$ cat config.mk
export PLATFORM = sky130hd
export DESIGN_NAME = cfrth_div
export DESIGN_NICKNAME = d
export VERILOG_FILES = /design/src/hdl/cfrth_pkg.sv /design/src/hdl/cfrth_div.sv
export SDC_FILE = /design/constraint.sdc
export NUM_CORES = 1
export LEC_CHECK = 0
export ABC_AREA = 1
export BUFFER_PORTS_ARGS = -buffer_cell sky130_fd_sc_hd__buf_2
export CAP_MARGIN = 5
export CORE_MARGIN = 5
export CORE_UTILIZATION = 30
export CTS_BUF_LIST = sky130_fd_sc_hd__clkbuf_16
export DETAILED_ROUTE_END_ITERATION = 16
export HOLD_SLACK_MARGIN = 0.03
export SLEW_MARGIN = 0
export SYNTH_ARGS = -nofsm -noshare
export SYNTH_HDL_FRONTEND = slang
export SYNTH_SLANG_ARGS = --single-unit
$ cat constraint.sdc
create_clock -name clk -period 12.5 [get_ports clk]
set_clock_uncertainty 0.2 [all_clocks]
set_input_delay 2.5 -clock clk [delete_from_list [all_inputs] [get_ports clk]]
set_output_delay 2.5 -clock clk [all_outputs]
set_load 0.02 [all_outputs]
$ cat src/hdl/cfrth_pkg.sv
// Shared constants and types for the continued-fraction range and height finder.
package cfrth_pkg;

  localparam int TQ = 30;
  localparam int DW = 64;

  typedef logic [DW-1:0] word_t;

  localparam word_t TAN_SAT  = (word_t'(1) << 40) - word_t'(1);
  localparam word_t ALL_ONES = {DW{1'b1}};

  localparam logic [1:0] STATUS_OK        = 2'd0;
  localparam logic [1:0] STATUS_BAD_ALPHA = 2'd1;
  localparam logic [1:0] STATUS_BAD_BETA  = 2'd2;

endpackage

$ cat src/hdl/cfrth_div.sv
// Shared restoring divider, one quotient bit per cycle, with registered result.
module cfrth_div (
  input  logic           clk,
  input  logic           rst,
  input  logic           start,
  input  cfrth_pkg::word_t dividend,
  input  cfrth_pkg::word_t divisor,
  output cfrth_pkg::word_t quotient,
  output logic           done
);
  import cfrth_pkg::*;

  logic [DW:0]  rem;
  word_t        quo;
  word_t        dsr;
  logic [6:0]   cnt;
  logic [DW:0]  trial;
  logic [DW:0]  diff;

  always_comb begin
    trial = {rem[DW-1:0], quo[DW-1]};
    diff  = trial - {1'b0, dsr};
  end

  always_ff @(posedge clk) begin
    if (rst) begin
      cnt  <= '0;
      done <= 1'b0;
    end else begin
      done <= 1'b0;
      if (start) begin
        cnt <= 7'(DW);
        rem <= '0;
        quo <= dividend;
        dsr <= divisor;
      end else if (cnt != 7'd0) begin
        cnt <= cnt - 7'd1;
        if (cnt == 7'd1) begin
          done <= 1'b1;
        end
        if (!diff[DW]) begin
          rem <= diff;
          quo <= {quo[DW-2:0], 1'b1};
        end else begin
          rem <= trial;
          quo <= {quo[DW-2:0], 1'b0};
        end
      end
    end
  end

  assign quotient = quo;

endmodule

# [Word-level counts from Yosys, hierarchy flattened]
# Cells that the tools add are included.
# W data, S select, Z words.
[word_totals] input_bits=131 register_bits=200
[classes] eq_ne=1 bitwise_logic=2 mux=8 add_sub_neg=2 reduce_logical=6
[ops] op="$mux W64" n=4
[ops] op="$sub A65 B64 Y65" n=1
[ops] op="$mux W7" n=2
[ops] op="$eq A7 B1 Y1 const B" n=1
[ops] op="$reduce_bool A7 Y1" n=1
[ops] op="$sub A7 B1 Y7 const B" n=1
[ops] op="$reduce_and A2 Y1" n=2
[ops] op="$reduce_or A3 Y1" n=1
[ops] op="$mux W1" n=2
[ops] op="$not A1 Y1" n=2
[ops] op="$reduce_bool A2 Y1" n=1
[ops] op="$reduce_or A2 Y1" n=1

# [Logic depth before layout (Yosys ltp)]
[depth] depth_word=4 depth_mapped=20 ltp_nobuf=19

# [Worst setup path after synthesis]
# No wires, ideal clock.
[synth_timing] path_kind="input -> register" startpoint="input port start" endpoint="register quo[0], in the netlist quotient[0], enable pin" cell_stages=4 setup_time_ps=659 arrival_time_ps=9161 slack_ps=2480 t_required_ps=11641 cell_sequence="inv_1 -> clkbuf_1 -> clkbuf_1 -> a21oi_1"
[synth_via] elab_chain_len=2
[synth_lines] element="start, declared" line="cfrth_div.sv:5" rtl="input logic start,"
[synth_lines] element="$reduce_bool A2 Y1 (no source line)"
[synth_lines] element="$reduce_and A2 Y1 (no source line)"
[synth_lines] element="end signal, assigned" line="cfrth_div.sv:34" rtl="quo <= dividend;"
[synth_lines] element="end signal, assigned" line="cfrth_div.sv:43" rtl="quo <= {quo[DW-2:0], 1'b1};"
[synth_lines] element="end signal, assigned" line="cfrth_div.sv:46" rtl="quo <= {quo[DW-2:0], 1'b0};"
[synth_lines] element="end, declared" line="cfrth_div.sv:14" rtl="word_t quo;"
# No other way between the ends.
# A chain may end at the register's enable or synchronous reset.

# [Worst setup path in the final report]
[layout_timing] startpoint="input port start" endpoint="register rem[41], enable pin"
[layout_via] elab_chain_len=2
[layout_lines] element="$reduce_bool A2 Y1 (no source line)"
[layout_lines] element="$reduce_and A2 Y1 (no source line)"
[layout_lines] element="end signal, assigned" line="cfrth_div.sv:42" rtl="rem <= diff;"
[layout_lines] element="end signal, assigned" line="cfrth_div.sv:45" rtl="rem <= trial;"
[layout_lines] element="end, declared" line="cfrth_div.sv:13" rtl="logic [DW:0] rem;"
# No other way between the ends.

==> flow_summary.ini <==
[floorplan]
core_mm2 = 0.0476
die_w_um = 229
io-pin-count = 196
rows = 80
dieHeight_um = 229
dieArea_mm2 = 0.0527
start_util_pct = 30.3

[power_and_ir_drop]
clockPowerShare_pct = 19.8
seq_power_share_pct = 33.4
p_int_mw = 1.57
power_frac_comb_pct = 46.9
powerDensity_mw_per_mm2 = 171
peakVddDrop_mv = 0.130
p_sw_mw = 1.28
total_power_mw = 2.85
power_switching_share_pct = 45.0
leakage_nw = 8.97

[clocking]
root_buffer = clkbuf_16
cts_buffer_depth = 2
path_clk_slew_ps = 90
cts_setup_buffers = 0
clk_latency_ps = 500
h-tree-depth = 4
cts_resized = 0
hold_buffers = 0
clkSinkCount = 200
cts_buffers = 17
tritoncts = done

[logic_synthesis]
synth_cell_types = 36
synthTopCellsByArea = edfxtp_1 (40%), nand2_1 (24%), inv_1 (10%), nor2_1 (5.9%), ha_1 (5.7%)
syn_nets = 2325
ys.flop_type = edfxtp_1
synth_common_cells = nand2_1 (938), inv_1 (392), nor2_1 (226)
synthCells = 2127
syn_avg_cell_area_um2 = 6.79
yosys.area.top_type = edfxtp_1
synth.cell_area_mm2 = 0.0145
synth_top_area_share_pct = 39.9
yosys_register_bits = 200
ys_warn_count = 0
synthMostInstantiatedCell = nand2_1
ys_seq_area_share_pct = 41.0
ys_async_sr_fraction_pct = 0
synth_edf_count = 192

[grt]
overflow = 0
grt_max_degree = 67
antenna_found_initial = 8
grt_usage_pct = 17.4
grt_pass1_vias = 13159
grt_pass1_wl_mm = 71.3

[flow_run]
maxCapViolations = 0

[cells_and_area]
area_delta_synth_final_pct = 15.1
nets = 2512
drive_above_1_share_pct = 12.1

[setup_path]
critPathCaptureType = flop
cp_common_cell = buf_4
critical_path_class = in2reg
cp.arrival_ps = 4960
startpoint_type = input port
worst-path-buf-inv = 5
crit_required_ps = 12420
cp_slowest_cell = buf_4
slowest_delay_ps = 610
worst_path_dominant_cell_family = buffers and inverters
path_max_fanout = 66
path_cells = buf_2, buf_4, inv_4, a21oi_4, buf_4, buf_4

[route]
routed.top_layer = met5
drcViolationCount = 0
wl_met1_mm = 20.7
drt-pass1-iter-count = 5
route.met2.wl_mm = 20.5
drt_iter0_drc = 851
wl_per_cell_um = 15.7
viasPerCell = 4.52
ant_nets = 0
dr_wl_met3_mm = 3.61
vias = 13322
postRouteWirelength_mm = 46.1

[sta]
tightestPinTransition_ps = 875
slew_headroom_pct = 41.7
rsz0062_at_grt = no
fin_tns_setup_ps = 0
finalCritPeriodShare_pct = 40.3
setup_viol = 0
hold_violations = 0
finalMaxSlewViolations = 0
min_period_ps = 5040
fmax_ghz = 0.198

[placement]
portBuffers = 195
dp_hpwl_mm = 37.2
routabilityCongestion = 0.999

[outcome]
outcome = finished, final reports clean

[hold_path]
min_path_type = reg2reg
metal layers:
layer,track usage [%],up-vias
li1,-,6840
met1,22.7,6012
met2,27.8,401
met3,5.13,61
met4,5.94,8
met5,0,-
kinds of logic (layout without fill, tap and decap cells):
kind of cell | count (synthesis) | count (layout) | synth area share [%]
simple gates | 1297 | 1297 | 35.8
buf+inv | 448 | 648 | 12.3
flops | 200 | 200 | 41.0
compound gates | 82 | 82 | 3.06
fa+ha+maj | 67 | 67 | 5.85
xor+xnor | 33 | 33 | 2.00
other cells | 0 | 4 | 0
flip-flops by register name, indices dropped and copies added (netlist names):
name and count:
rem 64, dsr 64, cnt 7, quotient 64, done 1
through the flow:
stage | instances | utilization, % | hold slack, ps | worst slack, ps | area (um2)
global route | 2945 | 34.9 | 328 | 7310 | 16600
floorplan | 2127 | - | 239 | 2480 | 14500
global placement | 2910 | 33.7 | 255 | 7030 | 16000
CTS | 2942 | 34.9 | 292 | 7480 | 16600
detailed placement | 2910 | 33.7 | 281 | 6910 | 16000
finish | 2946 | 34.9 | 286 | 7460 | 16600
area by class of cell:
class | instances | area [um2]
well taps | 615 | 769
flip-flops and latches | 200 | 5930
clock inverters | 15 | 154
multi-input cells | 1479 | 6770
repair buffers | 201 | 1020
inverters | 415 | 1560
fillers | 5232 | 31000
clock buffers | 17 | 425
diodes | 4 | 10.0
worst min-delay path: stages, from the launching register on:
cell	delay [ps]
dfxtp_1	320
o21ai_0	70
a21oi_1	60
path summary, 6_finish.rpt:
check	start	endpoint	slack, ps	depth (start not counted)
hold / removal	cnt[6]$_SDFFE_PP0N_	cnt[6]$_SDFFE_PP0N_	290	2
setup / recovery	start	rem[41]$_SDFFCE_PP0P_	7460	6
hold reg to reg	cnt[6]$_SDFFE_PP0N_	cnt[6]$_SDFFE_PP0N_	290	2
setup reg to reg	quotient[63]$_DFFE_PP_	rem[43]$_SDFFCE_PP0P_	9030	19
placed cells by master, fill, tap and decap left out, types with 3 or more instances in the layout:
| cell | n |
|---|---|
| nand2_1 | 938 |
| xor2_1 | 31 |
| nand3_1 | 60 |
| inv_2 | 19 |
| nor2_4 | 4 |
| o21bai_1 | 9 |
| dfxtp_1 | 8 |
| nor2_1 | 225 |
| edfxtp_1 | 192 |
| ha_1 | 66 |
| nand2_2 | 8 |
| inv_8 | 5 |
| nor2_2 | 7 |
| clkbuf_16 | 17 |
| nand4_1 | 14 |
| inv_6 | 4 |
| diode_2 | 4 |
| buf_2 | 195 |
| a21oi_1 | 60 |
| nor4_1 | 3 |
| clkinv_1 | 4 |
| inv_1 | 391 |
| buf_4 | 6 |
| nor3_1 | 11 |
| nand2_4 | 4 |
| o21ai_0 | 9 |
| nand3b_1 | 14 |
power groups by stage:
stage          Clock [mW]  Sequential (mW)  Combinational (mW)
6_report            0.564            0.950                1.34
5_1_grt             0.614            0.964                1.52
4_1_cts             0.591            0.952                1.34
3_5_place_dp            0            0.964                1.33
3_3_place_gp            0            0.963                1.32
2_1_floorplan           0            0.990               0.963
(Power assumes the default switching activity.)
