<file path="src/hdl/cfrth_pkg.sv">
// Shared constants and types for the continued-fraction range and height finder.
package cfrth_pkg;

  localparam int TQ = 30;
  localparam int DW = 64;

  typedef logic [DW-1:0] word_t;

  localparam word_t TAN_SAT  = (word_t'(1) << 40) - word_t'(1);
  localparam word_t ALL_ONES = {DW{1'b1}};

  localparam logic [1:0] STATUS_OK        = 2'd0;
  localparam logic [1:0] STATUS_BAD_ALPHA = 2'd1;
  localparam logic [1:0] STATUS_BAD_BETA  = 2'd2;

endpackage

</file>
<file path="src/hdl/cfrth_mul.sv">
// Exact 64 by 64 multiplier built from four 32 by 32 partial products taken in turn.
module cfrth_mul (
  input  logic             clk,
  input  logic             rst,
  input  logic             start,
  input  cfrth_pkg::word_t a,
  input  cfrth_pkg::word_t b,
  output logic [127:0]     product,
  output logic             done
);
  import cfrth_pkg::*;

  word_t        ra;
  word_t        rb;
  logic [2:0]   k;
  logic         run;
  logic [1:0]   pk;
  logic [63:0]  pp;
  logic [31:0]  ai;
  logic [31:0]  bj;
  logic [6:0]   sh;

  always_comb begin
    ai = k[1] ? ra[63:32] : ra[31:0];
    bj = k[0] ? rb[63:32] : rb[31:0];
    case (pk)
      2'd0:    sh = 7'd0;
      2'd3:    sh = 7'd64;
      default: sh = 7'd32;
    endcase
  end

  always_ff @(posedge clk) begin
    if (rst) begin
      run  <= 1'b0;
      done <= 1'b0;
      k    <= '0;
    end else begin
      done <= 1'b0;
      if (start) begin
        ra      <= a;
        rb      <= b;
        k       <= '0;
        run     <= 1'b1;
        product <= '0;
      end else if (run) begin
        if (k != 3'd4) begin
          pp <= 64'(ai) * 64'(bj);
          pk <= k[1:0];
          k  <= k + 3'd1;
        end else begin
          run  <= 1'b0;
          done <= 1'b1;
        end
        if (k != 3'd0) begin
          product <= product + ({64'b0, pp} << sh);
        end
      end
    end
  end

endmodule

</file>
<file path="config.mk">
export PLATFORM = sky130hd
export DESIGN_NAME = cfrth_mul
export DESIGN_NICKNAME = d
export VERILOG_FILES = /design/src/hdl/cfrth_pkg.sv /design/src/hdl/cfrth_mul.sv
export SDC_FILE = /design/constraint.sdc
export NUM_CORES = 2
export LEC_CHECK = 0
export BUFFER_PORTS_ARGS = -buffer_cell sky130_fd_sc_hd__buf_2
export CORE_MARGIN = 5
export CORE_UTILIZATION = 65
export CTS_BUF_LIST = sky130_fd_sc_hd__clkbuf_16
export CTS_CLUSTER_DIAMETER = 120
export DETAILED_ROUTE_END_ITERATION = 8
export PLACE_DENSITY = 0.81
export RECOVER_POWER = 50
export SYNTH_ARGS = -nofsm -noshare
export SYNTH_HDL_FRONTEND = slang
export SYNTH_SLANG_ARGS = --single-unit
</file>
<file path="constraint.sdc">
create_clock -name clk -period 10.3 [get_ports clk]
set_input_delay 1.03 -clock clk [delete_from_list [all_inputs] [get_ports clk]]
set_output_delay 1.03 -clock clk [all_outputs]
set_load 0.02 [all_outputs]
</file>
-- Word level (Yosys, flattened, before mapping)
Cells that the tools add are included.
Widths: inputs -> output; s select.
- input port bits: 131
- output and inout bits: 129
- flip-flop bits (word level): 327
- bitwise operators: 3
- $mul: 1
- equal/unequal tests: 2
- mux-type cells: 9
- reduce and logical (&&, ||, !) cells: 10
- shifts and indexed selects: 1
- $add $sub $neg: 2
- operators by type and width (operator ; count):
    $mux 128 ; 2
    $add 128x128->128 ; 1
    $shl 64x7->128 ; 1
    $mul 32x32->64 ; 1
    $mux 32 ; 2
    $pmux 7 s2 ; 1
    $mux 1 ; 4
    $reduce_and 2->1 ; 2
    $reduce_and 4->1 ; 1
    $reduce_bool 2->1 ; 2
    $add 3x1->3 const B ; 1
    $ne 3x3->1 const B ; 1
    $not 1->1 ; 3
    $reduce_and 3->1 ; 1
    $reduce_bool 3->1 ; 1
    $reduce_or 3->1 ; 1
    $eq 2x2->1 const B ; 1
    $logic_not 2->1 ; 1
    $reduce_or 2->1 ; 1

-- Longest topological paths before layout
- depth in word-level cells: 6
- depth in mapped cells: 34
- depth with buffers taken out: 30

-- Least setup slack after synthesis
OpenSTA, ideal clock, no wires.
- kind: reg2reg
- start: register k[0]
- end: register pp[62], data pin
- path slack: 1.285 ns
- required time: 10.040 ns
- stages on the path, launching flop included: 33
- setup time: 0.260 ns
- arrival: 8.755 ns
- buffers on the path: 5
- path through: dfxtp_1 > clkbuf_1 > clkbuf_1 > clkbuf_1 > clkbuf_1 > mux2_2 > nand2_1 > fa_1 > inv_1 > fa_1 > inv_1 > fa_1 > fa_1 > inv_1 > fa_1 > fa_1 > fa_1 > inv_1 > fa_1 > inv_1 > ha_1 > clkbuf_1 > a21o_1 > a21o_1 > a21o_1 > a211oi_1 > o211ai_1 > a31o_2 > o21ai_0 > o31ai_1 > a221o_1 > o221ai_1 > xnor2_1
- longest elaborated chain between the ends: 2
- ends and longest elaborated chain (element ; line ; text):
    start: declaration ; cfrth_mul.sv:15 ; logic [2:0] k;
    start signal: assignment ; cfrth_mul.sv:50 ; k <= k + 3'd1;
    $mux 32 ; cfrth_mul.sv:25 ; bj = k[0] ? rb[63:32] : rb[31:0];
    $mul 32x32->64 ; cfrth_mul.sv:48 ; pp <= 64'(ai) * 64'(bj);
    end signal: assignment ; cfrth_mul.sv:48 ;
    end: declaration ; cfrth_mul.sv:18 ; logic [63:0] pp;
No other way between the ends.
A chain may end at the register's enable or synchronous reset.

-- Worst setup path in the final report
- start: register k[1]
- end: register pp[61], data pin
- longest elaborated chain between the ends: 2
- ends and longest elaborated chain (element ; line ; text):
    $mux 32 ; cfrth_mul.sv:24 ; ai = k[1] ? ra[63:32] : ra[31:0];
    $mul 32x32->64 ; cfrth_mul.sv:48 ;
No other way between the ends.

==> results.txt <==
----------------------------------------------------
[Critical path]
  Critical path capture point type ... flip-flop
  Number of cells traversed by the worst register-to-register path ... 28
  Most Frequent Cell on Critical Path ... sky130_fd_sc_hd__fa_1
  Startpoint types ... flip-flop
  Crit-path max FO ... 22
  Slowest cell on crit path ... sky130_fd_sc_hd__mux2i_2
  Max stage delay on crit path ... 0.79 ns
  Worst EP arrival ... 9.91 ns
  FF-to-FF setup slack ... 0.73 ns
  Reg2Reg Launch Point ... k[1]$_SDFFE_PP0P_
  Critical path class ... flip-flop to flip-flop
  Required time at the worst-slack endpoint ... 10.64 ns
  Reg-to-reg critical path endpoint ... pp[61]$_DFFE_PP_

[Global route]
  Met3 routing resource usage after global routing ... 13.1%
  Largest net degree at the start of global routing ... 90
  Met2 GRT Util ... 62.7%
  Most utilized layer in the global route result ... met2
  Total routing resource utilization after global routing ... 40.4%
  Vias in the first global route ... 45543
  First-pass GRT wire length ... 266 mm
  Antenna violations before repair ... 4
  Met1 capacity usage during global routing ... 47.6%
  Global-route congestion overflow total ... 0

[Clock network]
  Maximum buffer depth of the clock tree ... 3
  Post-CTS clock slew at the launch and capture registers of the worst setup and hold paths ... 0.06 ns
  Clock sink total ... 327
  TritonCTS Buffers ... 38
  Root buf cell ... sky130_fd_sc_hd__clkbuf_16
  Clock tree from TritonCTS ... done
  Number of buffers added to fix hold violations after cts ... 0
  Number of H-tree levels ... 2
  Post-cts sizing count ... 0
  Post CTS Setup Buffer Count ... 0
  Clock latency at the later pin of the worst-skew pair ... 0.60 ns

[Hold path]
  Hold Path Origin ... run$_SDFF_PP0_
  Path type of the worst min-delay path ... flip-flop to flip-flop
  Min-Delay Endpoint ... done$_SDFF_PP0_
  Hold Path Depth ... 2

[Layout]
  Share of post-route cells with drive strength above 1 ... 7.03%
  Final Net Count ... 7366
  Area growth syn-to-layout ... 6.62%
  Post-route design area ... 56900 µm²

[Timing]
  Finish-stage setup viols ... 0
  Final count of hold timing violations ... 0
  Final setup skew ... 0.0290 ns
  Tightest slew margin relative to the limit ... -178%
  Setup tns final ... 0 ns
  Worst-Margin Slew ... 4.18 ns
  Max Slew Vio Count ... 298
  Final worst path period need ... 9.57 ns
  Achievable clock frequency ... 0.104 GHz
  Final critical-path share of the clock period ... 92.9%
  Setup repair after global routing missed its margin ... no

[Routing]
  Number of violations reported at the end of detailed-routing iteration 0 ... 4459
  Vias per Instance ... 6.23
  Wirelength, routed ... 177 mm
  Antenna-violating nets left ... 0
  Total via count after detailed routing ... 43867
  Wire per inst ... 25.2 µm
  Detailed Routing Iterations Pass 1 ... 7
  Number of design rule violations left after detail routing ... 0

[Run status]
  Failing checks ... capacitance limit, slew limit
  Outcome ... complete, but fails checks

[Floorplanning]
  Die Y ... 296 µm
  Core Box Area ... 81700 µm²
  Number of primary I/O pins ... 260
  Site Rows ... 105
  Effective utilization at floorplan ... 65.3%
  Die area ... 87900 µm²
  Width of the die ... 296 µm

[Place]
  Global placer's final weighted congestion ... 1.09
  Placed standard-cell area ... 55800 µm²
  Port buffer count ... 259
  Detailed placer's ending HPWL ... 147 mm

[Yosys]
  Proportion of synthesized chip area in sequential cells ... 18.3%
  Post-Syn Area per Cell ... 9.14 µm²
  Main flop type after synthesis ... sky130_fd_sc_hd__edfxtp_1
  Post-synthesis instance total ... 5836
  Nets in the synthesized netlist ... 7257
  Async SR Flop Fraction ... 0%
  Count of flip-flops with a built-in enable after synthesis ... 322
  Distinct cell type count after synthesis ... 73
  Synthesized cell area ... 53300 µm²
  Number of synthesized register bits ... 327
  Synthesis warning total ... 0

[Flow run]
  Max-capacitance violation count ... 6

----------------------------------------------------
[how the worst max path moves through the flow]
stage	slack, ns	cells past startpoint	startpoint	end
2_1_floorplan	1.29	32	k[0]$_SDFFE_PP0P_	pp[62]$_DFFE_PP_
3_3_place_gp	1.12	25	k[0]$_SDFFE_PP0P_	pp[45]$_DFFE_PP_
3_5_place_dp	0.89	28	k[1]$_SDFFE_PP0P_	pp[61]$_DFFE_PP_
4_1_cts	0.89	28	k[1]$_SDFFE_PP0P_	pp[61]$_DFFE_PP_
5_1_grt	0.42	26	k[0]$_SDFFE_PP0P_	pp[45]$_DFFE_PP_
6_report	0.73	28	k[1]$_SDFFE_PP0P_	pp[61]$_DFFE_PP_
[placed cells by master, fill, tap and decap left out, types with 34 or more instances in the layout]
cell type | netlist | layout
sky130_fd_sc_hd__a21o_1 | 103 | 103
sky130_fd_sc_hd__a21oi_1 | 257 | 257
sky130_fd_sc_hd__a22o_1 | 34 | 34
sky130_fd_sc_hd__and2_1 | 42 | 42
sky130_fd_sc_hd__buf_2 | 5 | 127
sky130_fd_sc_hd__buf_4 | 0 | 99
sky130_fd_sc_hd__clkbuf_1 | 277 | 136
sky130_fd_sc_hd__clkbuf_16 | 0 | 39
sky130_fd_sc_hd__edfxtp_1 | 322 | 322
sky130_fd_sc_hd__fa_1 | 897 | 897
sky130_fd_sc_hd__ha_1 | 393 | 392
sky130_fd_sc_hd__inv_1 | 948 | 954
sky130_fd_sc_hd__mux2_2 | 66 | 66
sky130_fd_sc_hd__mux2i_1 | 96 | 55
sky130_fd_sc_hd__mux2i_2 | 0 | 41
sky130_fd_sc_hd__nand2_1 | 625 | 625
sky130_fd_sc_hd__nand4_1 | 81 | 81
sky130_fd_sc_hd__nor2_1 | 896 | 896
sky130_fd_sc_hd__nor2b_1 | 51 | 49
sky130_fd_sc_hd__nor3_1 | 45 | 45
sky130_fd_sc_hd__o21ai_0 | 152 | 152
sky130_fd_sc_hd__o21bai_1 | 48 | 48
sky130_fd_sc_hd__xnor2_1 | 110 | 110
sky130_fd_sc_hd__xor2_1 | 77 | 77
[per-layer routing]
layer / vias to the layer above / share of wire [%]
met2: 3045 / 44
met1: 21080 / 34
met3: 891 / 13
met4: 2 / 9.8
li1: 18849 / -
met5: - / 0.0079
[worst max-delay path, delay by kind of cell (launching register included)]
family                   cells  cell delay, ns
AO/OA/AOI/OAI                7            2.07
buffers and inverters        6            1.04
flip-flops                   1            0.60
AND/OR/NAND/NOR              4            0.60
XOR/XNOR                     1            0.10
multiplexers                 1            0.79
adder cells (fa/ha/maj)      9            4.09
[synthesized netlist by cell type, drive strengths merged (24+ instances only)]
| master | instances | share of area (%) |
|---|---|---|
| inv | 948 | 6.7 |
| fa | 897 | 34 |
| nor2 | 896 | 6.3 |
| nand2 | 625 | 4.4 |
| ha | 393 | 9.2 |
| edfxtp | 322 | 18 |
| clkbuf | 278 | 2.0 |
| a21oi | 257 | 2.4 |
| o21ai | 153 | 1.4 |
| xnor2 | 110 | 1.8 |
| a21o | 103 | 1.4 |
| mux2i | 96 | 1.8 |
| nand4 | 82 | 0.97 |
| xor2 | 77 | 1.3 |
| mux2 | 66 | 1.4 |
| nor2b | 51 | 0.60 |
| o21bai | 48 | 0.68 |
| nor3 | 46 | 0.44 |
| and2 | 42 | 0.49 |
| a22o | 34 | 0.56 |
| nand3 | 32 | 0.30 |
| a31oi | 28 | 0.33 |
| o21a | 24 | 0.34 |
[registers in the layout (all words and copies together) (netlist names)]
register and flops:
product 128, pp 64, ra 64, rb 64, k 3, pk 2
done 1, run 1
[final cells by class]
| cell class | instances | area [µm²] |
|---|---|---|
| Fill cell | 6479 | 24800 |
| Antenna cell | 2 | 5.00 |
| Timing Repair Buffer | 363 | 1910 |
| Inverter | 948 | 3560 |
| Sequential cell | 327 | 9780 |
| Clock buffer | 39 | 976 |
| Multi-Input combinational cell | 4267 | 39100 |
| Tap cell | 1070 | 1340 |
| Clock inverter | 29 | 245 |
[cell families (layout without fill, tap and decap cells)]
family / Yosys count / in the layout / share of synthesized area (%)
and+or+nand+nor: 1853 / 1853 / 14.5
adders and majority gates: 1290 / 1290 / 42.9
buffers and inverters: 1242 / 1379 / 8.75
AOI/OAI and AO/OA: 775 / 775 / 9.27
DFF: 327 / 327 / 18.3
xor gates and xnor gates: 187 / 187 / 3.07
muxes: 162 / 162 / 3.19
other: 0 / 2 / 0
[per-stage QoR]
| step | util, % | std cells | hold slack, ns | setup slack (ns) |
|---|---|---|---|---|
| 4_1_cts | 69.8 | 7043 | 0.581 | 0.892 |
| 3_5_place_dp | 68.3 | 6975 | 0.574 | 0.894 |
| 3_3_place_gp | 68.3 | 6975 | 0.564 | 1.12 |
| 2_1_floorplan | - | 5836 | 0.435 | 1.29 |
| 6_report | 69.6 | 7045 | 0.587 | 0.729 |
| 5_1_grt | 69.6 | 7043 | 0.590 | 0.423 |
Power is not shown: default switching activity piles up to over one toggle a cycle in this logic, so the estimate is an artifact.
